==> src/hdl/pbrd_pkg.sv <==
// ----------------------------------------------------------------------------
// pbrd_pkg
// Shared constants, widths and controller/datapath interface types of the
// pulse beat rate detector.
// ----------------------------------------------------------------------------
package pbrd_pkg;

    localparam int SAMPLE_WINDOW  = 10;
    localparam int BEAT_WINDOW    = 10;
    localparam int SAMPLE_BITS    = 12;

    localparam int SAMPLE_FIELD_W = 12;
    localparam int THRESHOLD_W    = 12;
    localparam int TIME_W         = 32;
    localparam int RATE_W         = 20;

    localparam logic [THRESHOLD_W-1:0] THRESHOLD_RESET = 12'd3000;
    localparam int RATE_NUMERATOR = 9 * 1000 * 60;

    // The window sum stays below SAMPLE_WINDOW * 2^SAMPLE_BITS.
    localparam int SUM_W     = SAMPLE_BITS + $clog2(SAMPLE_WINDOW);
    localparam int DIV_W     = RATE_W;
    localparam int DIV_CNT_W = $clog2(DIV_W + 1);

    // The mean is the sum times the rounded-up reciprocal of SAMPLE_WINDOW.
    // The extra shift bits keep the truncated quotient exact for every sum.
    localparam int MEAN_SHIFT  = SUM_W + $clog2(SAMPLE_WINDOW);
    localparam int MEAN_MULT   = ((1 << MEAN_SHIFT) + SAMPLE_WINDOW - 1) / SAMPLE_WINDOW;
    localparam int MEAN_MULT_W = $clog2(MEAN_MULT + 1);
    localparam int MEAN_PROD_W = SUM_W + MEAN_MULT_W;

    localparam int SHEAD_W = $clog2(SAMPLE_WINDOW);
    localparam int SCNT_W  = $clog2(SAMPLE_WINDOW + 1);
    localparam int BHEAD_W = $clog2(BEAT_WINDOW);
    localparam int BCNT_W  = $clog2(BEAT_WINDOW + 1);

    localparam int SMP_EXT_W = (SAMPLE_FIELD_W > SAMPLE_BITS) ? SAMPLE_FIELD_W : SAMPLE_BITS;
    localparam int CMP_W     = (SAMPLE_BITS > THRESHOLD_W) ? SAMPLE_BITS : THRESHOLD_W;

    localparam int IN_DATA_W  = ((SAMPLE_FIELD_W + TIME_W + 7) / 8) * 8;
    localparam int OUT_DATA_W = ((1 + RATE_W + 7) / 8) * 8;

    typedef struct packed {
        logic load;        // capture the input beat, read the oldest sample
        logic sum_upd;     // write the sample window and update the running sum
        logic avg_load;    // register the window mean
        logic avg_eval;    // take the mean, test the crossing, record a beat
        logic rate_start;  // start the divider on numerator / span
        logic rate_load;   // take the new rate from the divider
        logic out_load;    // move the result into the output register
    } pbrd_cmd_t;

    typedef struct packed {
        logic full;        // sample window holds SAMPLE_WINDOW samples
        logic div_done;    // divider quotient is ready
        logic beat_hit;    // mean crosses the threshold upward
        logic beat_full;   // beat window holds BEAT_WINDOW times
        logic span_zero;   // newest and oldest beat times are equal
        logic out_free;    // output register can take a result
    } pbrd_status_t;

endpackage

==> src/hdl/pbrd_div.sv <==
// ----------------------------------------------------------------------------
// pbrd_div
// Restoring divider, one quotient bit per cycle, used for the rate
// computation.
// ----------------------------------------------------------------------------
module pbrd_div (
    input  logic                       clk,
    input  logic                       rst_n,
    input  logic                       start,
    input  logic [pbrd_pkg::DIV_W-1:0]  dividend,
    input  logic [pbrd_pkg::TIME_W-1:0] divisor,
    output logic                       done,
    output logic [pbrd_pkg::DIV_W-1:0]  quotient
);
    import pbrd_pkg::*;

    logic [DIV_W-1:0]     quo_reg;
    logic [TIME_W-1:0]    rem_reg;
    logic [TIME_W-1:0]    dvs_reg;
    logic [DIV_CNT_W-1:0] cnt_reg;
    logic                 busy_reg;
    logic                 done_reg;

    logic [TIME_W:0]      rem_shift;
    logic [TIME_W:0]      rem_diff;
    logic                 fits;
    logic [TIME_W-1:0]    rem_next;
    logic [DIV_W-1:0]     quo_next;

    always_comb
    begin
        rem_shift = {rem_reg, quo_reg[DIV_W-1]};
        rem_diff  = rem_shift - {1'b0, dvs_reg};
        fits      = (rem_shift >= {1'b0, dvs_reg});
        rem_next  = fits ? rem_diff[TIME_W-1:0] : rem_shift[TIME_W-1:0];
        quo_next  = {quo_reg[DIV_W-2:0], fits};
    end

    always_ff @(posedge clk or negedge rst_n)
    begin
        if (!rst_n)
        begin
            busy_reg <= 1'b0;
            done_reg <= 1'b0;
            cnt_reg  <= '0;
        end
        else if (start)
        begin
            busy_reg <= 1'b1;
            done_reg <= 1'b0;
            cnt_reg  <= DIV_CNT_W'(DIV_W);
        end
        else if (busy_reg)
        begin
            cnt_reg <= cnt_reg - 1'b1;
            if (cnt_reg == DIV_CNT_W'(1))
            begin
                busy_reg <= 1'b0;
                done_reg <= 1'b1;
            end
        end
        else
        begin
            done_reg <= 1'b0;
        end
    end

    always_ff @(posedge clk)
    begin
        if (start)
        begin
            quo_reg <= dividend;
            rem_reg <= '0;
            dvs_reg <= divisor;
        end
        else if (busy_reg)
        begin
            quo_reg <= quo_next;
            rem_reg <= rem_next;
        end
    end

    assign done     = done_reg;
    assign quotient = quo_reg;

endmodule

==> src/hdl/pbrd_ctrl.sv <==
// ----------------------------------------------------------------------------
// pbrd_ctrl
// Controller state machine: sequences one sample through window update,
// mean, crossing test, beat record, rate division and result hand-off.
// ----------------------------------------------------------------------------
module pbrd_ctrl (
    input  logic                   clk,
    input  logic                   rst_n,
    input  logic                   s_tvalid,
    output logic                   s_tready,
    input  pbrd_pkg::pbrd_status_t status,
    output pbrd_pkg::pbrd_cmd_t    cmd
);
    import pbrd_pkg::*;

    typedef enum logic [2:0] {
        ST_IDLE,
        ST_SUM,
        ST_MEAN,
        ST_TEST,
        ST_SPAN,
        ST_RATE_WAIT,
        ST_OUT
    } state_t;

    state_t state_reg;
    state_t state_next;

    always_comb
    begin
        state_next = state_reg;
        cmd        = '0;
        case (state_reg)
            ST_IDLE:
            begin
                if (s_tvalid)
                begin
                    cmd.load   = 1'b1;
                    state_next = ST_SUM;
                end
            end
            ST_SUM:
            begin
                cmd.sum_upd = 1'b1;
                state_next  = status.full ? ST_MEAN : ST_OUT;
            end
            ST_MEAN:
            begin
                cmd.avg_load = 1'b1;
                state_next   = ST_TEST;
            end
            ST_TEST:
            begin
                cmd.avg_eval = 1'b1;
                state_next   = (status.beat_hit && status.beat_full) ? ST_SPAN : ST_OUT;
            end
            ST_SPAN:
            begin
                // A zero span leaves the rate as it was.
                cmd.rate_start = !status.span_zero;
                state_next     = status.span_zero ? ST_OUT : ST_RATE_WAIT;
            end
            ST_RATE_WAIT:
            begin
                if (status.div_done)
                begin
                    cmd.rate_load = 1'b1;
                    state_next    = ST_OUT;
                end
            end
            ST_OUT:
            begin
                if (status.out_free)
                begin
                    cmd.out_load = 1'b1;
                    state_next   = ST_IDLE;
                end
            end
            default:
            begin
                state_next = ST_IDLE;
            end
        endcase
    end

    always_ff @(posedge clk or negedge rst_n)
    begin
        if (!rst_n)
        begin
            state_reg <= ST_IDLE;
        end
        else
        begin
            state_reg <= state_next;
        end
    end

    assign s_tready = (state_reg == ST_IDLE);

endmodule

==> src/hdl/pbrd_dp.sv <==
// ----------------------------------------------------------------------------
// pbrd_dp
// Datapath: sample window with running sum, reciprocal-multiply mean, beat
// time window, threshold register, rate divider and the output register.
// ----------------------------------------------------------------------------
module pbrd_dp (
    input  logic                                 clk,
    input  logic                                 rst_n,
    input  logic [pbrd_pkg::IN_DATA_W-1:0]       s_tdata,
    output logic                                 m_tvalid,
    input  logic                                 m_tready,
    output logic [pbrd_pkg::OUT_DATA_W-1:0]      m_tdata,
    input  logic                                 threshold_we,
    input  logic [pbrd_pkg::THRESHOLD_W-1:0]     threshold_data,
    input  pbrd_pkg::pbrd_cmd_t                  cmd,
    output pbrd_pkg::pbrd_status_t               status
);
    import pbrd_pkg::*;

    logic [SAMPLE_BITS-1:0] sample_mem [SAMPLE_WINDOW];
    logic [TIME_W-1:0]      beat_mem   [BEAT_WINDOW];

    logic [THRESHOLD_W-1:0] threshold_reg;
    logic [SHEAD_W-1:0]     shead_reg;
    logic [SCNT_W-1:0]      scnt_reg;
    logic [SUM_W-1:0]       sum_reg;
    logic [SAMPLE_BITS-1:0] prev_avg_reg;
    logic [BHEAD_W-1:0]     bhead_reg;
    logic [BCNT_W-1:0]      bcnt_reg;
    logic [RATE_W-1:0]      rate_reg;
    logic                   beat_reg;
    logic                   m_tvalid_reg;

    logic [SAMPLE_BITS-1:0] smp_reg;
    logic [TIME_W-1:0]      time_reg;
    logic [SAMPLE_BITS-1:0] smp_rd_reg;
    logic [TIME_W-1:0]      beat_rd_reg;
    logic [SAMPLE_BITS-1:0] avg_reg;
    logic                   beat_out_reg;
    logic [RATE_W-1:0]      rate_out_reg;

    logic [SMP_EXT_W-1:0]   smp_ext;
    logic                   full;
    logic [SUM_W:0]         sum_wide;
    logic [SUM_W-1:0]       sum_next;
    logic [SHEAD_W-1:0]     shead_next;
    logic [BHEAD_W-1:0]     bhead_next;
    logic [MEAN_PROD_W-1:0] mean_prod;
    logic                   beat_hit;
    logic                   beat_full;
    logic [TIME_W-1:0]      span;

    logic                   div_start;
    logic [DIV_W-1:0]       div_dividend;
    logic [TIME_W-1:0]      div_divisor;
    logic                   div_done;
    logic [DIV_W-1:0]       div_quotient;

    always_comb
    begin
        smp_ext    = SMP_EXT_W'(s_tdata[SAMPLE_FIELD_W-1:0]);
        full       = (scnt_reg == SCNT_W'(SAMPLE_WINDOW));
        // The oldest sample leaves the sum only once the window is full.
        sum_wide   = ({1'b0, sum_reg} + (SUM_W + 1)'(smp_reg))
                     - (full ? (SUM_W + 1)'(smp_rd_reg) : '0);
        sum_next   = sum_wide[SUM_W-1:0];
        shead_next = (shead_reg == SHEAD_W'(SAMPLE_WINDOW - 1)) ? '0 : shead_reg + 1'b1;
        bhead_next = (bhead_reg == BHEAD_W'(BEAT_WINDOW - 1)) ? '0 : bhead_reg + 1'b1;
        mean_prod  = MEAN_PROD_W'(sum_reg) * MEAN_PROD_W'(MEAN_MULT);
        beat_hit   = (CMP_W'(avg_reg) > CMP_W'(threshold_reg))
                     && (CMP_W'(prev_avg_reg) < CMP_W'(threshold_reg));
        beat_full  = (bcnt_reg == BCNT_W'(BEAT_WINDOW));
        span       = time_reg - beat_rd_reg;

        div_start    = cmd.rate_start;
        div_dividend = DIV_W'(RATE_NUMERATOR);
        div_divisor  = span;
    end

    pbrd_div u_div (
        .clk      (clk),
        .rst_n    (rst_n),
        .start    (div_start),
        .dividend (div_dividend),
        .divisor  (div_divisor),
        .done     (div_done),
        .quotient (div_quotient)
    );

    // Control and architectural state.
    always_ff @(posedge clk or negedge rst_n)
    begin
        if (!rst_n)
        begin
            threshold_reg <= THRESHOLD_RESET;
            shead_reg     <= '0;
            scnt_reg      <= '0;
            sum_reg       <= '0;
            prev_avg_reg  <= '0;
            bhead_reg     <= '0;
            bcnt_reg      <= '0;
            rate_reg      <= '0;
            beat_reg      <= 1'b0;
            m_tvalid_reg  <= 1'b0;
        end
        else
        begin
            if (threshold_we)
            begin
                threshold_reg <= threshold_data;
            end
            if (cmd.load)
            begin
                beat_reg <= 1'b0;
            end
            if (cmd.sum_upd)
            begin
                sum_reg   <= sum_next;
                shead_reg <= shead_next;
                if (!full)
                begin
                    scnt_reg <= scnt_reg + 1'b1;
                end
            end
            if (cmd.avg_eval)
            begin
                prev_avg_reg <= avg_reg;
                if (beat_hit)
                begin
                    beat_reg  <= 1'b1;
                    bhead_reg <= bhead_next;
                    if (!beat_full)
                    begin
                        bcnt_reg <= bcnt_reg + 1'b1;
                    end
                end
            end
            if (cmd.rate_load)
            begin
                rate_reg <= div_quotient[RATE_W-1:0];
            end
            if (cmd.out_load)
            begin
                m_tvalid_reg <= 1'b1;
            end
            else if (m_tready)
            begin
                m_tvalid_reg <= 1'b0;
            end
        end
    end

    // Payload registers and the two window memories.
    always_ff @(posedge clk)
    begin
        if (cmd.load)
        begin
            smp_reg    <= smp_ext[SAMPLE_BITS-1:0];
            time_reg   <= s_tdata[SAMPLE_FIELD_W +: TIME_W];
            smp_rd_reg <= sample_mem[shead_reg];
        end
        if (cmd.sum_upd)
        begin
            sample_mem[shead_reg] <= smp_reg;
        end
        if (cmd.avg_load)
        begin
            avg_reg <= mean_prod[MEAN_SHIFT +: SAMPLE_BITS];
        end
        if (cmd.avg_eval && beat_hit)
        begin
            // After the write the next slot holds the oldest beat time.
            beat_mem[bhead_reg] <= time_reg;
            beat_rd_reg         <= beat_mem[bhead_next];
        end
        if (cmd.out_load)
        begin
            beat_out_reg <= beat_reg;
            rate_out_reg <= rate_reg;
        end
    end

    always_comb
    begin
        status.full      = full;
        status.div_done  = div_done;
        status.beat_hit  = beat_hit;
        status.beat_full = beat_full;
        status.span_zero = (span == '0);
        status.out_free  = !m_tvalid_reg || m_tready;
    end

    assign m_tvalid = m_tvalid_reg;
    assign m_tdata  = OUT_DATA_W'({rate_out_reg, beat_out_reg});

endmodule

==> src/hdl/pulse_beat_rate_detector_core.sv <==
// ----------------------------------------------------------------------------
// pulse_beat_rate_detector_core
// Pulse sensor beat detector: moving average of the last samples, upward
// threshold crossing, and beats per minute from a window of beat times.
// ----------------------------------------------------------------------------
//
// Channel     Direction  Handshake              Payload
// s_*         in         s_tvalid / s_tready    sample [11:0], time_ms [43:12]
// m_*         out        m_tvalid / m_tready    beat [0], rate_bpm [20:1]
// threshold_* in         threshold_we           threshold [11:0]
//
// One sample is processed at a time. Each sample passes ST_IDLE and ST_SUM and
// goes straight to ST_OUT while the sample window fills; otherwise it passes
// ST_MEAN and ST_TEST, and a beat with a full beat window adds ST_SPAN and, for
// a nonzero span, ST_RATE_WAIT; the one-bit-per-cycle rate divider makes the
// rate update the longest path.
// Reset clears counts, the running sum, the previous mean and the rate; the
// window memories need no clearing pass.
// The result waits in an output register, so the next sample is taken while
// the consumer stalls; a finished sample waits only if that register is full.
module pulse_beat_rate_detector_core (
    input  logic                                 clk,
    input  logic                                 rst_n,
    input  logic                                 s_tvalid,
    output logic                                 s_tready,
    // s_tdata fields from bit 0: sample [11:0], time_ms [43:12], zero pad
    input  logic [pbrd_pkg::IN_DATA_W-1:0]       s_tdata,
    output logic                                 m_tvalid,
    input  logic                                 m_tready,
    // m_tdata fields from bit 0: beat [0], rate_bpm [20:1], zero pad
    output logic [pbrd_pkg::OUT_DATA_W-1:0]      m_tdata,
    input  logic                                 threshold_we,
    input  logic [pbrd_pkg::THRESHOLD_W-1:0]     threshold_data
);
    import pbrd_pkg::*;

    pbrd_cmd_t    cmd;
    pbrd_status_t status;

    pbrd_ctrl u_ctrl (
        .clk      (clk),
        .rst_n    (rst_n),
        .s_tvalid (s_tvalid),
        .s_tready (s_tready),
        .status   (status),
        .cmd      (cmd)
    );

    pbrd_dp u_dp (
        .clk            (clk),
        .rst_n          (rst_n),
        .s_tdata        (s_tdata),
        .m_tvalid       (m_tvalid),
        .m_tready       (m_tready),
        .m_tdata        (m_tdata),
        .threshold_we   (threshold_we),
        .threshold_data (threshold_data),
        .cmd            (cmd),
        .status         (status)
    );

endmodule

==> config.mk <==
export PLATFORM = sky130hd
export DESIGN_NAME = pulse_beat_rate_detector_core
export DESIGN_NICKNAME = d
export VERILOG_FILES = /design/src/hdl/pbrd_pkg.sv /design/src/hdl/pbrd_div.sv /design/src/hdl/pbrd_ctrl.sv /design/src/hdl/pbrd_dp.sv /design/src/hdl/pulse_beat_rate_detector_core.sv
export SDC_FILE = /design/constraint.sdc
export NUM_CORES = 1
export LEC_CHECK = 0
export BUFFER_PORTS_ARGS = -buffer_cell sky130_fd_sc_hd__buf_2
export CAP_MARGIN = 30
export CORE_MARGIN = 2
export CORE_UTILIZATION = 45
export DETAILED_ROUTE_END_ITERATION = 7
export HOLD_SLACK_MARGIN = 0.08
export SYNTH_ARGS = -nofsm -noshare
export SYNTH_HDL_FRONTEND = slang
export SYNTH_HIERARCHICAL = 1
export SYNTH_SLANG_ARGS = --single-unit
export TNS_END_PERCENT = 20
==> constraint.sdc <==
create_clock -name clk -period 8.14 [get_ports clk]
set_clock_uncertainty 0.05 [all_clocks]
set_input_delay 1.628 -clock clk [delete_from_list [all_inputs] [get_ports clk]]
set_output_delay 1.628 -clock clk [all_outputs]
set_load 0.05 [all_outputs]
==> run_results.csv, run 1 <==
group,metric,value,unit
cells_and_area,reg_top3,"u_dp/beat_mem x320, u_dp/sample_mem x120",
synth,synthTopCellsByArea,"edfxtp_1 49%, ha_1 7.7%, dfrtp_1 5.3%",
die,io_pins,91,
die,fp.dieW,294,um
timing,setup_viol,0,
critical_path,cp_top_family,"adder cells",
synth,async_flop_share,12.0,%
timing,finalHoldViolCount,0,
grt,grt_max_degree,81,
drt,first_pass_iters,5,
grt,gr-total-overflow,0,
drt,wl,83.7,mm
synth,syn_area_per_cell,12.7,sq um
synth,synth_top_area_share,48.5,%
drt,vias,23200,
grt,grt_pass1_wl,134,mm
place,dpl.cell_count,4073,
cts,cts_sinks,733,
critical_path,slowest_delay,0.54,ns
cts,cts_hold_buf,0,
timing,finalMaxSlewViolations,0,
synth,synth_common_cells,"613 x edfxtp_1, 325 x inv_1, 234 x ha_1",
timing,max-slew-margin-rel,19.7,%
synth,ys_seq_area_share,56.1,%
cells_and_area,instances_no_fill,4227,
synth,syn_area,37900,sq um
grt,antenna_found_initial,1,
cts,clockBufferDepth,3,
cells_and_area,largest_reg_flops,320,
place,io_buffers,83,
synth,synth_edf_count,613,
critical_path,cp_slowest_cell,"fa_1",
timing,fin_crit_sh,81.0,%
critical_path,ff2ff_path_depth,23,
cells_and_area,drive_gt1_share,13.4,%
cts,clock_latency,0.65,ns
synth,ys_seq_elements,733,
cells_and_area,post-route-util,50.7,%
grt,grt_pass1_vias,23900,
grt,grt_usage,19.6,%
critical_path,cp-end-kind,"flop",
cts,post_cts_buffers,0,
critical_path,cp.depth,23,
critical_path,cp_common_cell,"inv_1",
cts,htreeDepth,3,
critical_path,cp_max_fo,6,
synth,yosysMostFrequentCell,"edfxtp_1",
cts,cts_inserted_buffers,82,
synth,yosys.area.top_type,"edfxtp_1",
timing,worst_pin_slew,1.20,ns
place,gp_congestion,0.872,
synth,synth_cells,2980,
timing,clock.fmax,152,MHz
drt,wire_per_inst,19.8,um
critical_path,worstPathArrival,6.90,ns
flow_run,cap_violations,0,
critical_path,critical_path_required,8.45,ns
cts,clk_pin_slew,0.06,ns
critical_path,crit_buf_inv,6,
die,fp.dieH,294,um
critical_path,crit_chain,"inv_1 > ha_1 > inv_1 > ha_1 > inv_1 > fa_1 > inv_1 > fa_1 > fa_1 > inv_1 > fa_1 > inv_1 > ha_1 > a21o_1 > a21oi_1 > o21ai_0 > and3_1 > a211o_1 > a221o_1 > or4_1 > a31o_2 > a21oi_1 > xnor2_1",
place,dp_hpwl,56.1,mm
drt,dr.first_iter.drc_count,1736,
timing,tns,0,ns
die,rows,106,
synth,ys_types,91,
drt,route.detailed.drc,0,
critical_path,crit_path_start_kind,"flop",
critical_path,critical_path_class,"reg2reg",
cells_and_area,num-nets-final,3470,
drt,via_per_inst,5.48,
die,coreArea,83600,sq um
cells_and_area,antenna_cells,0,
cells_and_area,area_growth,11.6,%
min_path,hold_path_depth,0,
synth,yosys_warnings,6,
min_path,hold_class,"reg2reg",
status,status,"complete, no violations",
drt,postRouteAntennaNets,0,
cts,cts_tree,"built",
die,start_util,45.4,%
cells_and_area,largest_register,"u_dp/beat_mem",
timing,rsz0062_at_grt,"false",
cts,cts-resized-gates,0,
timing,fin_crit,6.60,ns
die,die_area,86600,sq um
cts,root_buffer,"clkbuf_16",
synth,yosys_most_used_dff,"edfxtp_1",
cells in the final DEF, fill, tap and decap left out, drive strengths merged, types with 31 or more instances in the layout:
| master | n |
|---|---|
| edfxtp | 613 |
| inv | 330 |
| ha | 234 |
| o21ai | 213 |
| nand2 | 163 |
| nor2 | 163 |
| a21oi | 131 |
| buf | 131 |
| clkbuf | 106 |
| fa | 93 |
| dfrtp | 81 |
| xnor2 | 62 |
| mux4 | 56 |
| mux2 | 55 |
| mux2i | 52 |
| a21o | 47 |
| nand2b | 47 |
| nand3 | 41 |
| clkinv | 36 |
| a211oi | 34 |
| a221oi | 32 |
| dfxtp | 32 |
| nor3 | 32 |
| a22o | 31 |
through the flow:
step | setup slack, ns | hold WS [ns] | cell area (sq um)
after floorplan | 1.68 | 0.371 | 38000
after global placement | 1.52 | 0.378 | 39600
after detailed placement | 1.52 | 0.381 | 39800
after CTS | 1.50 | 0.394 | 42300
after global routing | 1.20 | 0.410 | 42300
final | 1.54 | 0.392 | 42300
routing by layer:
metal	GRT usage [%]	share of wire, %	vias up
li1	-	-	11000
met1	28.6	48	11500
met2	31.1	46	534
met3	2.53	4.6	106
met4	4.83	1.7	0
met5	0	0	-
cells by family (layout without fill, tap and decap cells):
| logic type | Yosys count | count (layout) | share of synthesized area (%) |
|---|---|---|---|
| DFF | 733 | 733 | 56.1 |
| AOI/OAI and AO/OA | 627 | 627 | 10.7 |
| and+or+nand+nor | 573 | 573 | 7.35 |
| buffers and inverters | 464 | 610 | 4.79 |
| adders and majority gates | 327 | 327 | 12.6 |
| muxes | 163 | 163 | 6.33 |
| xor gates and xnor gates | 91 | 91 | 2.10 |
| other | 2 | 23 | 0.0198 |
worst register-to-register path: stages, from the launching register on:
cell and delay (ns):
dfrtp_1 0.47, inv_1 0.17, ha_1 0.35, inv_1 0.15, ha_1 0.33, inv_1 0.05
fa_1 0.49, inv_1 0.05, fa_1 0.46, fa_1 0.54, inv_1 0.05, fa_1 0.53
inv_1 0.05, ha_1 0.30, a21o_1 0.16, a21oi_1 0.12, o21ai_0 0.13, and3_1 0.20
a211o_1 0.34, a221o_1 0.37, or4_1 0.46, a31o_2 0.27, a21oi_1 0.17, xnor2_1 0.08
layout make-up:
class	count	area, sq um
tap	1080	1350
timing repair buffer	131	882
sequential	733	21300
multi-input combinational	1804	15100
clock inverter	47	393
inverter	326	1220
fill	7184	41200
clock buffer	106	2160
final timing paths:
| path | from | end | slack (ns) |
|---|---|---|---|
| worst max-delay path | u_dp/sum_reg[13] | u_dp/avg_reg[11] | 1.54 |
| worst min-delay path | u_dp/rate_reg[14] | u_dp/rate_out_reg[14] | 0.39 |
| worst max register to register | u_dp/sum_reg[13] | u_dp/avg_reg[11] | 1.54 |
| worst min register to register | u_dp/rate_reg[14] | u_dp/rate_out_reg[14] | 0.39 |
| max in group asynchronous | rst_n | u_dp/bhead_reg[2] | 5.93 |
| min in group asynchronous | rst_n | u_dp/rate_reg[7] | 1.04 |
Power of run 1 is not shown: default switching activity piles up to over one toggle a cycle in this logic, so the estimate is an artifact.
==> run 2, diff against run 1 <==
clock period = 6.01 ns   (was 8.14 ns; I/O delays follow)
==> run 2 against run 1 <==
First-iteration DRC count is 5.5% lower. Critical path type unchanged. Sequential share of layout area is 1.2 points lower. Non-clock buffer count is 82 higher. Largest cell class unchanged.
==> run_results.csv, run 2 (synthesis results as in run 1) <==
group,metric,value,unit
status,status,"complete, no violations",
cells_and_area,layout_commonest_cell,"edfxtp_1",
critical_path,worstPathArrival,6.26,ns
cells_and_area,instances_no_fill,4306,
drt,wire_per_inst,19.8,um
drt,postRouteAntennaNets,0,
drt,dr.first_iter.drc_count,1640,
place,dpl.cell_count,4136,
critical_path,cp_max_fo,3,
critical_path,crit_path_start_kind,"flop",
cells_and_area,post-route-util,51.9,%
timing,fin_crit_sh,98.9,%
timing,finalHoldViolCount,0,
critical_path,crit_chain,"buf_12 > ha_4 > xor2_1 > ha_1 > a21o_1 > fa_1 > fa_1 > fa_1 > inv_1 > fa_1 > inv_1 > ha_4 > nand2_1 > a211oi_2 > and3_1 > a211o_1 > a221o_1 > or4_4 > a31o_4 > a21oi_2 > xnor2_1",
cts,cts_tree,"built",
critical_path,crit_buf_inv,3,
min_path,hold_class,"reg2reg",
grt,use_met2,31.2,%
cells_and_area,final_area,43400,sq um
die,rows,106,
die,io_pins,91,
cts,clock_latency,0.64,ns
grt,antenna_found_initial,4,
timing,clock.fmax,168,MHz
grt,met3_usage,2.99,%
cells_and_area,reg_top3,"u_dp/beat_mem x320, u_dp/sample_mem x120",
drt,vias,23500,
die,fp.dieH,294,um
die,coreArea,83600,sq um
critical_path,critical_path_class,"reg2reg",
critical_path,cp-end-kind,"flop",
drt,first_pass_iters,5,
critical_path,cp_top_family,"adder cells",
drt,via_per_inst,5.46,
timing,finalMaxSlewViolations,0,
drt,route.detailed.drc,0,
grt,grt_pass1_vias,24000,
cells_and_area,largest_reg_flops,320,
place,post_dp_cell_area,40200,sq um
grt,top_usage_layer,"met2",
place,io_buffers,83,
cells_and_area,most-common-layout-cells,"613 x edfxtp_1, 319 x inv_1, 214 x ha_1",
place,dp_hpwl,58.5,mm
drt,wl,85.1,mm
critical_path,slowest_delay,0.56,ns
cts,cts_sinks,733,
critical_path,cp_common_cell,"fa_1",
timing,rsz0062_at_grt,"true",
cells_and_area,multi_input_area,15300,sq um
grt,grt_max_degree,71,
place,gp_congestion,0.882,
cells_and_area,n_fill_cell,7117,
timing,fin_crit,5.94,ns
die,fp.dieW,294,um
grt,grt_usage,19.8,%
cts,clockBufferDepth,3,
grt,grt_util_met1,28.7,%
cts,htreeDepth,3,
cells_and_area,largest_register,"u_dp/beat_mem",
flow_run,cap_violations,0,
critical_path,critical_path_required,6.33,ns
cells_and_area,area_growth,14.5,%
cells_and_area,drive_gt1_share,17.0,%
timing,setup_viol,0,
timing,max-slew-margin-rel,34.5,%
cts,clk_pin_slew,0.06,ns
grt,grt_pass1_wl,134,mm
cells_and_area,regArea,21300,sq um
cts,cts_inserted_buffers,80,
grt,gr-total-overflow,0,
cells_and_area,num-nets-final,3550,
die,die_area,86600,sq um
cts,root_buffer,"clkbuf_16",
die,start_util,45.4,%
timing,worst_pin_slew,0.981,ns
critical_path,cp_slowest_cell,"fa_1",
-- run 2: cell count changes in the layout (fill, tap and decap cells not counted), sizes merged --
cell	previous run	this run
clkinv	36	21
bufinv	3	8
inv	330	331
buf	131	213
clkinvlp	4	2
clkbuf	106	113
diode	0	1
-- run 2: timing repair --
item,in CTS,in global routing
hold buffers,0,0
endpoints found under the setup margin,2,4
pin swaps,42,37
setup buffers,17,2
resized for setup,27,19
-- run 2: worst reg2reg max path, cell delays in order (launching register included) --
cell      delay [ns]
dfrtp_2         0.45
buf_12          0.14
ha_4            0.21
xor2_1          0.16
ha_1            0.19
a21o_1          0.18
fa_1            0.56
fa_1            0.46
fa_1            0.50
inv_1           0.05
fa_1            0.53
inv_1           0.07
ha_4            0.21
nand2_1         0.08
a211oi_2        0.06
and3_1          0.21
a211o_1         0.34
a221o_1         0.32
or4_4           0.43
a31o_4          0.26
a21oi_2         0.14
xnor2_1         0.09
-- run 2: per-layer routing --
metal | up-vias | wire length [um]
met5 | - | 11
met4 | 2 | 1740
met3 | 110 | 4280
met2 | 576 | 38400
met1 | 11600 | 40600
li1 | 11200 | -
-- run 2: cell type report --
type | instances | share of cell area [%]
clock buffers | 113 | 5.10
diodes | 1 | 0.00577
flip-flops and latches | 733 | 49.0
multi-input cells | 1804 | 35.3
well taps | 1080 | 3.11
clock inverters | 36 | 1.16
inverters | 326 | 2.82
repair buffers | 213 | 3.50
-- run 2: through the flow --
step           setup WS (ns)  TNS [ns]  hold slack [ns]
6_report              0.0670         0            0.393
2_1_floorplan         -0.142    -11.98            0.371
3_3_place_gp          -0.290    -0.470            0.378
5_1_grt              -0.0709   -0.0802            0.407
3_5_place_dp          -0.322    -0.509            0.383
4_1_cts              0.00333         0            0.396
-- run 2: worst paths after layout --
check | slack [ns] | startpoint | endpoint | cells after the start
setup / recovery | 0.07 | u_dp/sum_reg[2] | u_dp/avg_reg[11] | 21
hold / removal | 0.39 | u_dp/rate_reg[8] | u_dp/rate_out_reg[8] | 0
setup reg to reg | 0.07 | u_dp/sum_reg[2] | u_dp/avg_reg[11] | 21
hold reg to reg | 0.39 | u_dp/rate_reg[8] | u_dp/rate_out_reg[8] | 0
max in group asynchronous | 4.24 | rst_n | u_dp/threshold_reg[11] | 2
min in group asynchronous | 0.59 | rst_n | u_dp/threshold_reg[2] | 1
Power of run 2 is left out for the same reason.
